<file path="src/binned_net_charge_mean_top_assert.svh">
// Assertion macros for the binned net-charge profile block
`ifndef BINNED_NET_CHARGE_MEAN_TOP_ASSERT_SVH
`define BINNED_NET_CHARGE_MEAN_TOP_ASSERT_SVH

// same-cycle implication, sampled on clk, off during reset
`define BNCM_ASSERT_NOW(lbl, ante, cons, msg) \
  lbl: assert property (@(posedge clk) disable iff (!rst_n) (ante) |-> (cons)) else $error(msg);

// next-cycle implication
`define BNCM_ASSERT_NEXT(lbl, ante, cons, msg) \
  lbl: assert property (@(posedge clk) disable iff (!rst_n) (ante) |=> (cons)) else $error(msg);

`endif

</file>
<file path="src/bncm_pkg.sv">
// Package: constants, codes and state type of the binned net-charge profile block
`default_nettype none

package bncm_pkg;

  localparam int NUM_BINS   = 6;
  localparam int MAX_TRACKS = 255;

  localparam int BIN_IDX_W  = (NUM_BINS > 1) ? $clog2(NUM_BINS) : 1;
  localparam int BIN_IN_W   = 3;
  localparam int TC_W       = 8;
  localparam int EC_W       = 9;
  localparam int EV_W       = 32;
  localparam int TS_W       = 40;
  localparam int CS_W       = 41;
  localparam int Q_W        = 16;
  localparam int NC_W       = 17;
  localparam int CNT_W      = $clog2(Q_W);
  localparam int REM_W      = EV_W + 1;
  localparam int CFG_W      = 16;
  localparam int CFG_IDX_W  = 2;
  localparam int PT_W       = 16;
  localparam int ETA_W      = 14;
  localparam int ETAL_W     = 13;
  localparam int BW_W       = 8;

  localparam logic [PT_W-1:0]   PT_THR_RST  = 16'd50;
  localparam logic [ETAL_W-1:0] ETA_LIM_RST = 13'd1024;
  localparam logic [BW_W-1:0]   BIN_W_RST   = 8'd20;

  localparam logic [1:0] MODE_TRACK = 2'd0;
  localparam logic [1:0] MODE_EOE   = 2'd1;
  localparam logic [1:0] MODE_READ  = 2'd2;

  localparam logic [CFG_IDX_W-1:0] CFG_PT_THR  = 2'd0;
  localparam logic [CFG_IDX_W-1:0] CFG_ETA_LIM = 2'd1;
  localparam logic [CFG_IDX_W-1:0] CFG_BIN_W   = 2'd2;

  typedef enum logic [6:0] {
    S_IDLE = 7'b0000001,
    S_BIN  = 7'b0000010,
    S_UPD  = 7'b0000100,
    S_RD   = 7'b0001000,
    S_DIVM = 7'b0010000,
    S_DIVC = 7'b0100000,
    S_DONE = 7'b1000000
  } state_t;

endpackage

`default_nettype wire

</file>
<file path="src/binned_net_charge_mean_top.sv">
// Top level: per-event multiplicity and net-charge profile over multiplicity bins
//
// Input channel (in_valid / in_stall): one word per track, end of event or bin read.
// Result channel (out_valid / out_stall): one word per bin read, nothing otherwise.
// Config port (cfg_we / cfg_index / cfg_wdata): write pt threshold, eta limit, bin width.
// A track is counted without leaving the idle state, so the next word is taken on the following edge.
// End of event: the bin is found by repeated subtraction of the bin width in S_BIN,
// in the shared compare-subtract unit, then the bin is updated in S_UPD.
// A bin read loads the output register from S_DONE: after S_RD, the same unit runs a
// 16-step restoring divide for the mean multiplicity and again for the mean net charge;
// a missing bin goes straight to S_DONE, and an empty one skips both divides.
// in_stall is high while a word is in progress; a stalled result holds its payload,
// and a following read then waits in its last step with in_stall high.
// Reset clears the config to defaults, the event accumulators and all bins.
`default_nettype none

module binned_net_charge_mean_top (
  input  wire                                  clk,
  input  wire                                  rst_n,
  input  wire                                  in_valid,
  output logic                                 in_stall,
  input  wire  [1:0]                           in_mode,
  input  wire  [bncm_pkg::PT_W-1:0]            in_pt,
  input  wire  signed [bncm_pkg::ETA_W-1:0]    in_eta,
  input  wire                                  in_charge_positive,
  input  wire  [bncm_pkg::BIN_IN_W-1:0]        in_bin_index,
  output logic                                 out_valid,
  input  wire                                  out_stall,
  output logic                                 out_bin_valid,
  output logic [bncm_pkg::Q_W-1:0]             out_mean_multiplicity,
  output logic signed [bncm_pkg::NC_W-1:0]     out_mean_net_charge,
  output logic [bncm_pkg::EV_W-1:0]            out_event_count,
  input  wire                                  cfg_we,
  input  wire  [bncm_pkg::CFG_IDX_W-1:0]       cfg_index,
  input  wire  [bncm_pkg::CFG_W-1:0]           cfg_wdata
);

`include "binned_net_charge_mean_top_assert.svh"

  localparam int NB   = bncm_pkg::NUM_BINS;
  localparam int BIW  = bncm_pkg::BIN_IDX_W;
  localparam int TCW  = bncm_pkg::TC_W;
  localparam int ECW  = bncm_pkg::EC_W;
  localparam int EVW  = bncm_pkg::EV_W;
  localparam int TSW  = bncm_pkg::TS_W;
  localparam int CSW  = bncm_pkg::CS_W;
  localparam int QW   = bncm_pkg::Q_W;
  localparam int NCW  = bncm_pkg::NC_W;
  localparam int CNW  = bncm_pkg::CNT_W;
  localparam int RMW  = bncm_pkg::REM_W;

  bncm_pkg::state_t state_r, state_nxt;

  logic [bncm_pkg::PT_W-1:0]   pt_thr_r;
  logic [bncm_pkg::ETAL_W-1:0] eta_lim_r;
  logic [bncm_pkg::BW_W-1:0]   bin_width_r;

  logic [TCW-1:0]         track_count_r;
  logic signed [ECW-1:0]  event_charge_r;
  logic [EVW-1:0]         bin_events_r [NB];
  logic [TSW-1:0]         bin_track_sum_r [NB];
  logic signed [CSW-1:0]  bin_charge_sum_r [NB];

  logic [RMW-1:0] rem_r;
  logic [EVW-1:0] div_r;
  logic [QW-1:0]  dvd_r;
  logic [CNW-1:0] cnt_r;
  logic [BIW-1:0] bin_r;
  logic           ok_r;
  logic           neg_r;
  logic [QW-1:0]  mm_r;

  logic           out_valid_r;
  logic           out_bin_valid_r;
  logic [QW-1:0]  out_mm_r;
  logic [NCW-1:0] out_nc_r;
  logic [EVW-1:0] out_ev_r;

  // shared compare-subtract unit
  logic [RMW-1:0] sh_a;
  logic [RMW:0]   sub_diff;
  logic           sub_ge;

  logic                       in_acc;
  logic                       out_free;
  logic [bncm_pkg::ETA_W-1:0] eta_abs;
  logic                       charge_pass;
  logic                       bin_bad;
  logic [EVW-1:0]             sel_ev;
  logic [TSW-1:0]             sel_ts;
  logic signed [CSW-1:0]      sel_cs;
  logic [CSW-1:0]             cs_mag;
  logic [NCW-1:0]             q_ext;

  assign in_acc   = in_valid && !in_stall;
  assign in_stall = (state_r != bncm_pkg::S_IDLE);
  assign out_free = !out_valid_r || !out_stall;

  assign out_valid             = out_valid_r;
  assign out_bin_valid         = out_bin_valid_r;
  assign out_mean_multiplicity = out_mm_r;
  assign out_mean_net_charge   = out_nc_r;
  assign out_event_count       = out_ev_r;

  assign sh_a     = (state_r == bncm_pkg::S_BIN) ? rem_r : {rem_r[RMW-2:0], dvd_r[QW-1]};
  assign sub_diff = {1'b0, sh_a} - {2'b00, div_r};
  assign sub_ge   = !sub_diff[RMW];

  assign eta_abs     = in_eta[bncm_pkg::ETA_W-1] ? (~in_eta + 1'b1) : in_eta;
  assign charge_pass = (in_pt > pt_thr_r) && (eta_abs < {1'b0, eta_lim_r});
  assign bin_bad     = ({1'b0, in_bin_index} >= (bncm_pkg::BIN_IN_W + 1)'(NB));

  assign sel_ev = bin_events_r[bin_r];
  assign sel_ts = bin_track_sum_r[bin_r];
  assign sel_cs = bin_charge_sum_r[bin_r];
  assign cs_mag = sel_cs[CSW-1] ? (~sel_cs + 1'b1) : sel_cs;
  assign q_ext  = {1'b0, dvd_r};

  always_comb begin
    state_nxt = state_r;
    unique case (state_r)
      bncm_pkg::S_IDLE: begin
        if (in_acc) begin
          if (in_mode == bncm_pkg::MODE_EOE) begin
            state_nxt = bncm_pkg::S_BIN;
          end else if (in_mode == bncm_pkg::MODE_READ) begin
            state_nxt = bin_bad ? bncm_pkg::S_DONE : bncm_pkg::S_RD;
          end
        end
      end
      bncm_pkg::S_BIN: begin
        if (!(sub_ge && (bin_r != BIW'(NB - 1)))) begin
          state_nxt = bncm_pkg::S_UPD;
        end
      end
      bncm_pkg::S_UPD: state_nxt = bncm_pkg::S_IDLE;
      bncm_pkg::S_RD: begin
        state_nxt = (sel_ev == '0) ? bncm_pkg::S_DONE : bncm_pkg::S_DIVM;
      end
      bncm_pkg::S_DIVM: begin
        if (cnt_r == CNW'(QW - 1)) begin
          state_nxt = bncm_pkg::S_DIVC;
        end
      end
      bncm_pkg::S_DIVC: begin
        if (cnt_r == CNW'(QW - 1)) begin
          state_nxt = bncm_pkg::S_DONE;
        end
      end
      bncm_pkg::S_DONE: begin
        if (out_free) begin
          state_nxt = bncm_pkg::S_IDLE;
        end
      end
      default: state_nxt = bncm_pkg::S_IDLE;
    endcase
  end

  always_ff @(posedge clk) begin
    if (!rst_n) begin
      state_r        <= bncm_pkg::S_IDLE;
      pt_thr_r       <= bncm_pkg::PT_THR_RST;
      eta_lim_r      <= bncm_pkg::ETA_LIM_RST;
      bin_width_r    <= bncm_pkg::BIN_W_RST;
      track_count_r  <= '0;
      event_charge_r <= '0;
      out_valid_r    <= 1'b0;
      for (int i = 0; i < NB; i++) begin
        bin_events_r[i]     <= '0;
        bin_track_sum_r[i]  <= '0;
        bin_charge_sum_r[i] <= '0;
      end
    end else begin
      state_r <= state_nxt;

      if (cfg_we) begin
        unique case (cfg_index)
          bncm_pkg::CFG_PT_THR:  pt_thr_r    <= cfg_wdata[bncm_pkg::PT_W-1:0];
          bncm_pkg::CFG_ETA_LIM: eta_lim_r   <= cfg_wdata[bncm_pkg::ETAL_W-1:0];
          bncm_pkg::CFG_BIN_W:   bin_width_r <= cfg_wdata[bncm_pkg::BW_W-1:0];
          default: ;
        endcase
      end

      if ((state_r == bncm_pkg::S_DONE) && out_free) begin
        out_valid_r <= 1'b1;
      end else if (out_valid_r && !out_stall) begin
        out_valid_r <= 1'b0;
      end

      unique case (state_r)
        bncm_pkg::S_IDLE: begin
          if (in_acc) begin
            if (in_mode == bncm_pkg::MODE_TRACK) begin
              if (track_count_r < TCW'(bncm_pkg::MAX_TRACKS)) begin
                track_count_r <= track_count_r + 1'b1;
                if (charge_pass) begin
                  event_charge_r <= in_charge_positive ? event_charge_r + 1'b1
                                                       : event_charge_r - 1'b1;
                end
              end
            end else if (in_mode == bncm_pkg::MODE_EOE) begin
              rem_r <= {{(RMW - TCW){1'b0}}, track_count_r};
              div_r <= {{(EVW - bncm_pkg::BW_W){1'b0}}, bin_width_r};
              bin_r <= '0;
            end else if (in_mode == bncm_pkg::MODE_READ) begin
              bin_r <= in_bin_index[BIW-1:0];
              ok_r  <= 1'b0;
            end
          end
        end
        bncm_pkg::S_BIN: begin
          if (sub_ge && (bin_r != BIW'(NB - 1))) begin
            rem_r <= sub_diff[RMW-1:0];
            bin_r <= bin_r + 1'b1;
          end
        end
        bncm_pkg::S_UPD: begin
          if (sel_ev != '1) begin
            bin_events_r[bin_r]     <= sel_ev + 1'b1;
            bin_track_sum_r[bin_r]  <= sel_ts + {{(TSW - TCW){1'b0}}, track_count_r};
            bin_charge_sum_r[bin_r] <= sel_cs +
                                       {{(CSW - ECW){event_charge_r[ECW-1]}}, event_charge_r};
          end
          track_count_r  <= '0;
          event_charge_r <= '0;
        end
        bncm_pkg::S_RD: begin
          ok_r  <= (sel_ev != '0);
          div_r <= sel_ev;
          rem_r <= {1'b0, sel_ts[TSW-1 -: EVW]};
          dvd_r <= {sel_ts[7:0], 8'h00};
          cnt_r <= '0;
        end
        bncm_pkg::S_DIVM, bncm_pkg::S_DIVC: begin
          cnt_r <= cnt_r + 1'b1;
          if ((state_r == bncm_pkg::S_DIVM) && (cnt_r == CNW'(QW - 1))) begin
            mm_r  <= {dvd_r[QW-2:0], sub_ge};
            neg_r <= sel_cs[CSW-1];
            rem_r <= {1'b0, cs_mag[CSW-2 -: EVW]};
            dvd_r <= {cs_mag[7:0], 8'h00};
          end else begin
            rem_r <= sub_ge ? sub_diff[RMW-1:0] : sh_a;
            dvd_r <= {dvd_r[QW-2:0], sub_ge};
          end
        end
        bncm_pkg::S_DONE: begin
          if (out_free) begin
            out_bin_valid_r <= ok_r;
            out_mm_r        <= ok_r ? mm_r : '0;
            out_nc_r        <= !ok_r ? '0 : (neg_r ? (~q_ext + 1'b1) : q_ext);
            out_ev_r        <= ok_r ? div_r : '0;
          end
        end
        default: ;
      endcase
    end
  end

  `BNCM_ASSERT_NOW(a_empty_read_zero, out_valid && !out_bin_valid, (out_mean_multiplicity == '0) && (out_event_count == '0), "invalid bin read carries nonzero fields")
  `BNCM_ASSERT_NEXT(a_track_counts, in_acc && (in_mode == bncm_pkg::MODE_TRACK) && (track_count_r < TCW'(bncm_pkg::MAX_TRACKS)), track_count_r == $past(track_count_r) + 1'b1, "accepted track not counted")
  `BNCM_ASSERT_NEXT(a_event_clear, state_r == bncm_pkg::S_UPD, (track_count_r == '0) && (event_charge_r == '0), "event accumulators not cleared after bin update")
  `BNCM_ASSERT_NOW(a_bin_range, state_r == bncm_pkg::S_BIN, bin_r < BIW'(NB), "bin search past top bin")

endmodule

`default_nettype wire

</file>
<file path="config.mk">
export PLATFORM = sky130hd
export DESIGN_NAME = binned_net_charge_mean_top
export DESIGN_NICKNAME = d
export VERILOG_FILES = /design/src/bncm_pkg.sv /design/src/binned_net_charge_mean_top.sv
export VERILOG_INCLUDE_DIRS = /design/src /design/src/src
export SDC_FILE = /design/constraint.sdc
export NUM_CORES = 2
export LEC_CHECK = 0
export ABC_CLOCK_PERIOD_IN_PS = 15500
export CAP_MARGIN = 10
export CORE_ASPECT_RATIO = 1.4
export CORE_UTILIZATION = 30
export DETAILED_ROUTE_END_ITERATION = 10
export DONT_BUFFER_PORTS = 1
export GPL_TIMING_DRIVEN = 0
export PLACE_DENSITY = 0.4
export SLEW_MARGIN = 30
export SYNTH_ARGS = -nofsm -noshare
export SYNTH_HDL_FRONTEND = slang
export SYNTH_SLANG_ARGS = --single-unit
</file>
<file path="constraint.sdc">
create_clock -name clk -period 15.5 [get_ports clk]
set_input_delay 0.775 -clock clk [delete_from_list [all_inputs] [get_ports clk]]
set_output_delay 0.775 -clock clk [all_outputs]
set_load 0.1 [all_outputs]
</file>
==> results.yml <==
place:
  place.port_buffers: 0
  place_area_um2: 60700
  gp_congestion: 0.901
  pre_cts_slack_ns: 5.69
  dp_hpwl_um: 156000
  place_inst: 6910
final_layout:
  final_area_um2: 64600
  layout.cells.non_filler: 7133
  area_growth_pct: 15.6
  final_common_cell: "edfxtp_1"
  final_cell_mix: "edfxtp_1 (1076), nor2_1 (808), nand2_1 (370), mux4_2 (214), inv_1 (203)"
  final_layout_size_suffix_gt1_frac: 0.146
  nets: 4764
routing:
  routed_wl_um: 209000
  drtPass1Iterations: 10
  wire_per_inst_um: 29.3
  vias: 36600
  antenna_left: 0
  vias_per_cell: 5.14
  drc: 2
  dr.first_iter.drc_count: 3120
die:
  rows: 187
  ios: 127
  start_util: 0.302
  dieArea_um2: 188000
  core_um2: 185000
  die_h_um: 513
  die-width_um: 367
timing:
  setup-violations-final: 0
  setup_ws_ns: 5.80
  tightest_slew_ns: 1.10
  rsz0062_at_grt: "false"
  drv_slew: 0
  maxSlewHeadroom: 0.264
  finalHoldViolations: 0
  worst_clock_skew_ns: 0.0409
  period_needed_ns: 9.70
  fmax_ghz: 0.103
  timing.final.crit_share: 0.626
synthesis:
  synthSimpleGateAreaFrac: 0.123
  syn-cell-area_um2: 55900
  yosys_warnings: 0
  synth_seq_area_share: 0.601
  synth.distinct_cells: 87
  synth-seq-cells: 1141
  synth_adder_area_share: 0.0299
  syn_avg_cell_area_um2: 12.7
  synth_top_family_by_area: "simple AND/OR/NAND/NOR gates"
  synth_edf_count: 1076
  synth_nets: 4577
  ys_async_sr_fraction: 0
  synth_compound_area_frac: 0.0617
  synth_xor_area_frac: 0.0321
  synthMuxAreaShare: 0.117
  synth_top_flop_cell: "edfxtp_1"
  synthCells: 4387
pwr:
  cellPowerDensity_nw_per_um2: 127
  peakVddDrop_uv: 98.3
  p_leak_nw: 23.6
  p_clk_frac: 0.364
  p_sw_mw: 2.49
  p_int_mw: 5.71
  seqPwrFrac: 0.430
  swShare: 0.304
  power_mw: 8.20
  p_comb_frac: 0.207
global_routing:
  grtUsageTotal: 0.220
  grt_max_degree: 36
  grt_pass1_wl_um: 293000
  grt_pass1_vias: 38100
  antenna_found_initial: 16
  grt-ovfl-total: 0
cts:
  cts.sinks: 1141
  clkTransAtPathRegs_ns: 0.07
  cts_buffer_depth: 3
  cts_max_level: 3
  cts_buffers: 119
  cts_resized: 0
  root_buffer: "clkbuf_16"
  clk_latency_ns: 0.79
  cts_tree: "built"
  cts_setup_buffers: 0
  hold_buffers: 0
setup_path:
  worstPathArrival_ns: 10.17
  max_stage_delay_ns: 0.76
  cp.required_ns: 15.97
  timing.rr.end: "bin_track_sum_r[6][39]"
  cp_max_fo: 10
  start_kind: "flip-flop"
  critical_path_class: "flip-flop to flip-flop"
  reg2reg_slack_ns: 5.80
  reg2regPathDepth: 26
  cp_num_buf_inv: 12
  crit_family: "buffers and inverters"
  end_kind: "flip-flop"
  crit_path_top_delay_cell: "clkbuf_1"
flow_run:
  maxCapViolations: 0
outcome:
  status: "complete, but fails checks"
  violations: "design-rule violations"
worst_hold_path:
  hold_path_startpoint: "cfg_wdata[4]"
  min_path_cells: 2
  hold_end: "bin_width_r[4]"
  hold_class: "primary input to flip-flop"
[state kept, by name, indices dropped and copies added, names as in the netlist, 9 cells and up, named ones only]
register	cells
bin_charge_sum_r	328
bin_events_r	256
bin_track_sum_r	320
div_r	32
dvd_r	16
eta_lim_r	13
event_charge_r	9
mm_r	16
out_event_count	32
out_mean_multiplicity	16
out_mean_net_charge	17
pt_thr_r	16
rem_r	33
[power groups by stage]
stage,clock network [mW],registers [mW],logic [mW]
6_report,2.98,3.52,1.69
5_1_grt,3.14,3.53,1.80
4_1_cts,3.04,3.52,1.71
3_5_place_dp,0,3.59,1.70
3_3_place_gp,0,3.62,1.65
2_1_floorplan,0,3.57,1.03
[logic make-up (layout without fill, tap and decap cells)]
group | after synthesis | in the layout
flip-flops | 1141 | 1141
XOR/XNOR | 205 | 205
other | 0 | 6
buffers and inverters | 429 | 712
AO/OA/AOI/OAI | 533 | 533
adder cells (fa/ha/maj) | 131 | 131
AND/OR/NAND/NOR | 1570 | 1570
multiplexers | 378 | 378
[stage by stage]
step	TNS [ns]	utilization	hold slack, ns
after detailed placement	0	0.327	0.447
after global routing	0	0.349	0.123
after global placement	-2021.32	0.318	0.444
final	0	0.349	0.132
after floorplan	0	-	0.436
after CTS	0	0.349	0.0855
[cell usage after synthesis (13+ instances only)]
library cell | number | share of area
edfxtp_1 | 1076 | 0.58
nor2_1 | 812 | 0.055
nand2_1 | 375 | 0.025
mux4_2 | 214 | 0.086
inv_1 | 204 | 0.014
a21oi_1 | 148 | 0.013
xnor2_1 | 131 | 0.021
ha_1 | 127 | 0.028
mux2i_1 | 123 | 0.022
o21ai_0 | 103 | 0.0092
clkbuf_1 | 94 | 0.0063
and2_1 | 84 | 0.0094
buf_2 | 80 | 0.0072
xor2_1 | 74 | 0.012
nor3_1 | 68 | 0.0061
dfxtp_1 | 65 | 0.023
a21o_1 | 45 | 0.0060
nand3_1 | 41 | 0.0037
mux2_2 | 38 | 0.0077
o22ai_1 | 26 | 0.0029
nand2b_1 | 25 | 0.0028
a31oi_1 | 23 | 0.0026
a211oi_1 | 21 | 0.0028
nand3b_1 | 21 | 0.0028
nand4_1 | 21 | 0.0024
o31ai_1 | 20 | 0.0027
nor2b_1 | 18 | 0.0020
or3_1 | 17 | 0.0019
buf_1 | 16 | 0.0011
nor4_1 | 15 | 0.0017
o211ai_1 | 15 | 0.0020
buf_6 | 14 | 0.0028
o21a_1 | 14 | 0.0019
buf_4 | 13 | 0.0017
o21bai_1 | 13 | 0.0017
[layer usage]
metal  track usage  vias up  wire length [µm]
met1         0.263    18800             82900
met4        0.0900        4              8700
met2         0.398     1028            108000
met3        0.0266      272              9560
met5             0        -                24
li1              -    16500                 -
[cell type report]
class / count / area [µm²]
fill: 18300 / 121000
sequential: 1141 / 33600
multi-input combinational: 2817 / 20500
clock buffer: 139 / 3070
tap: 2457 / 3070
timing repair buffer: 66 / 1480
buffer: 222 / 1190
clock inverter: 78 / 872
inverter: 207 / 777
antenna: 6 / 15.0
[worst max-delay path by stage]
stage / from / end / slack (ns) / cells past startpoint
global route: flip-flop / bin_charge_sum_r[7][36] / 5.45 / 24
floorplan: flip-flop / bin_charge_sum_r[5][0] / 4.15 / 14
CTS: flip-flop / bin_track_sum_r[7][39] / 5.65 / 26
global placement: flip-flop / bin_track_sum_r[5][13] / -10.30 / 13
finish: flip-flop / bin_track_sum_r[6][39] / 5.80 / 26
detailed placement: flip-flop / bin_track_sum_r[7][39] / 5.69 / 26
No activity file was read; power rests on OpenSTA's default activity.
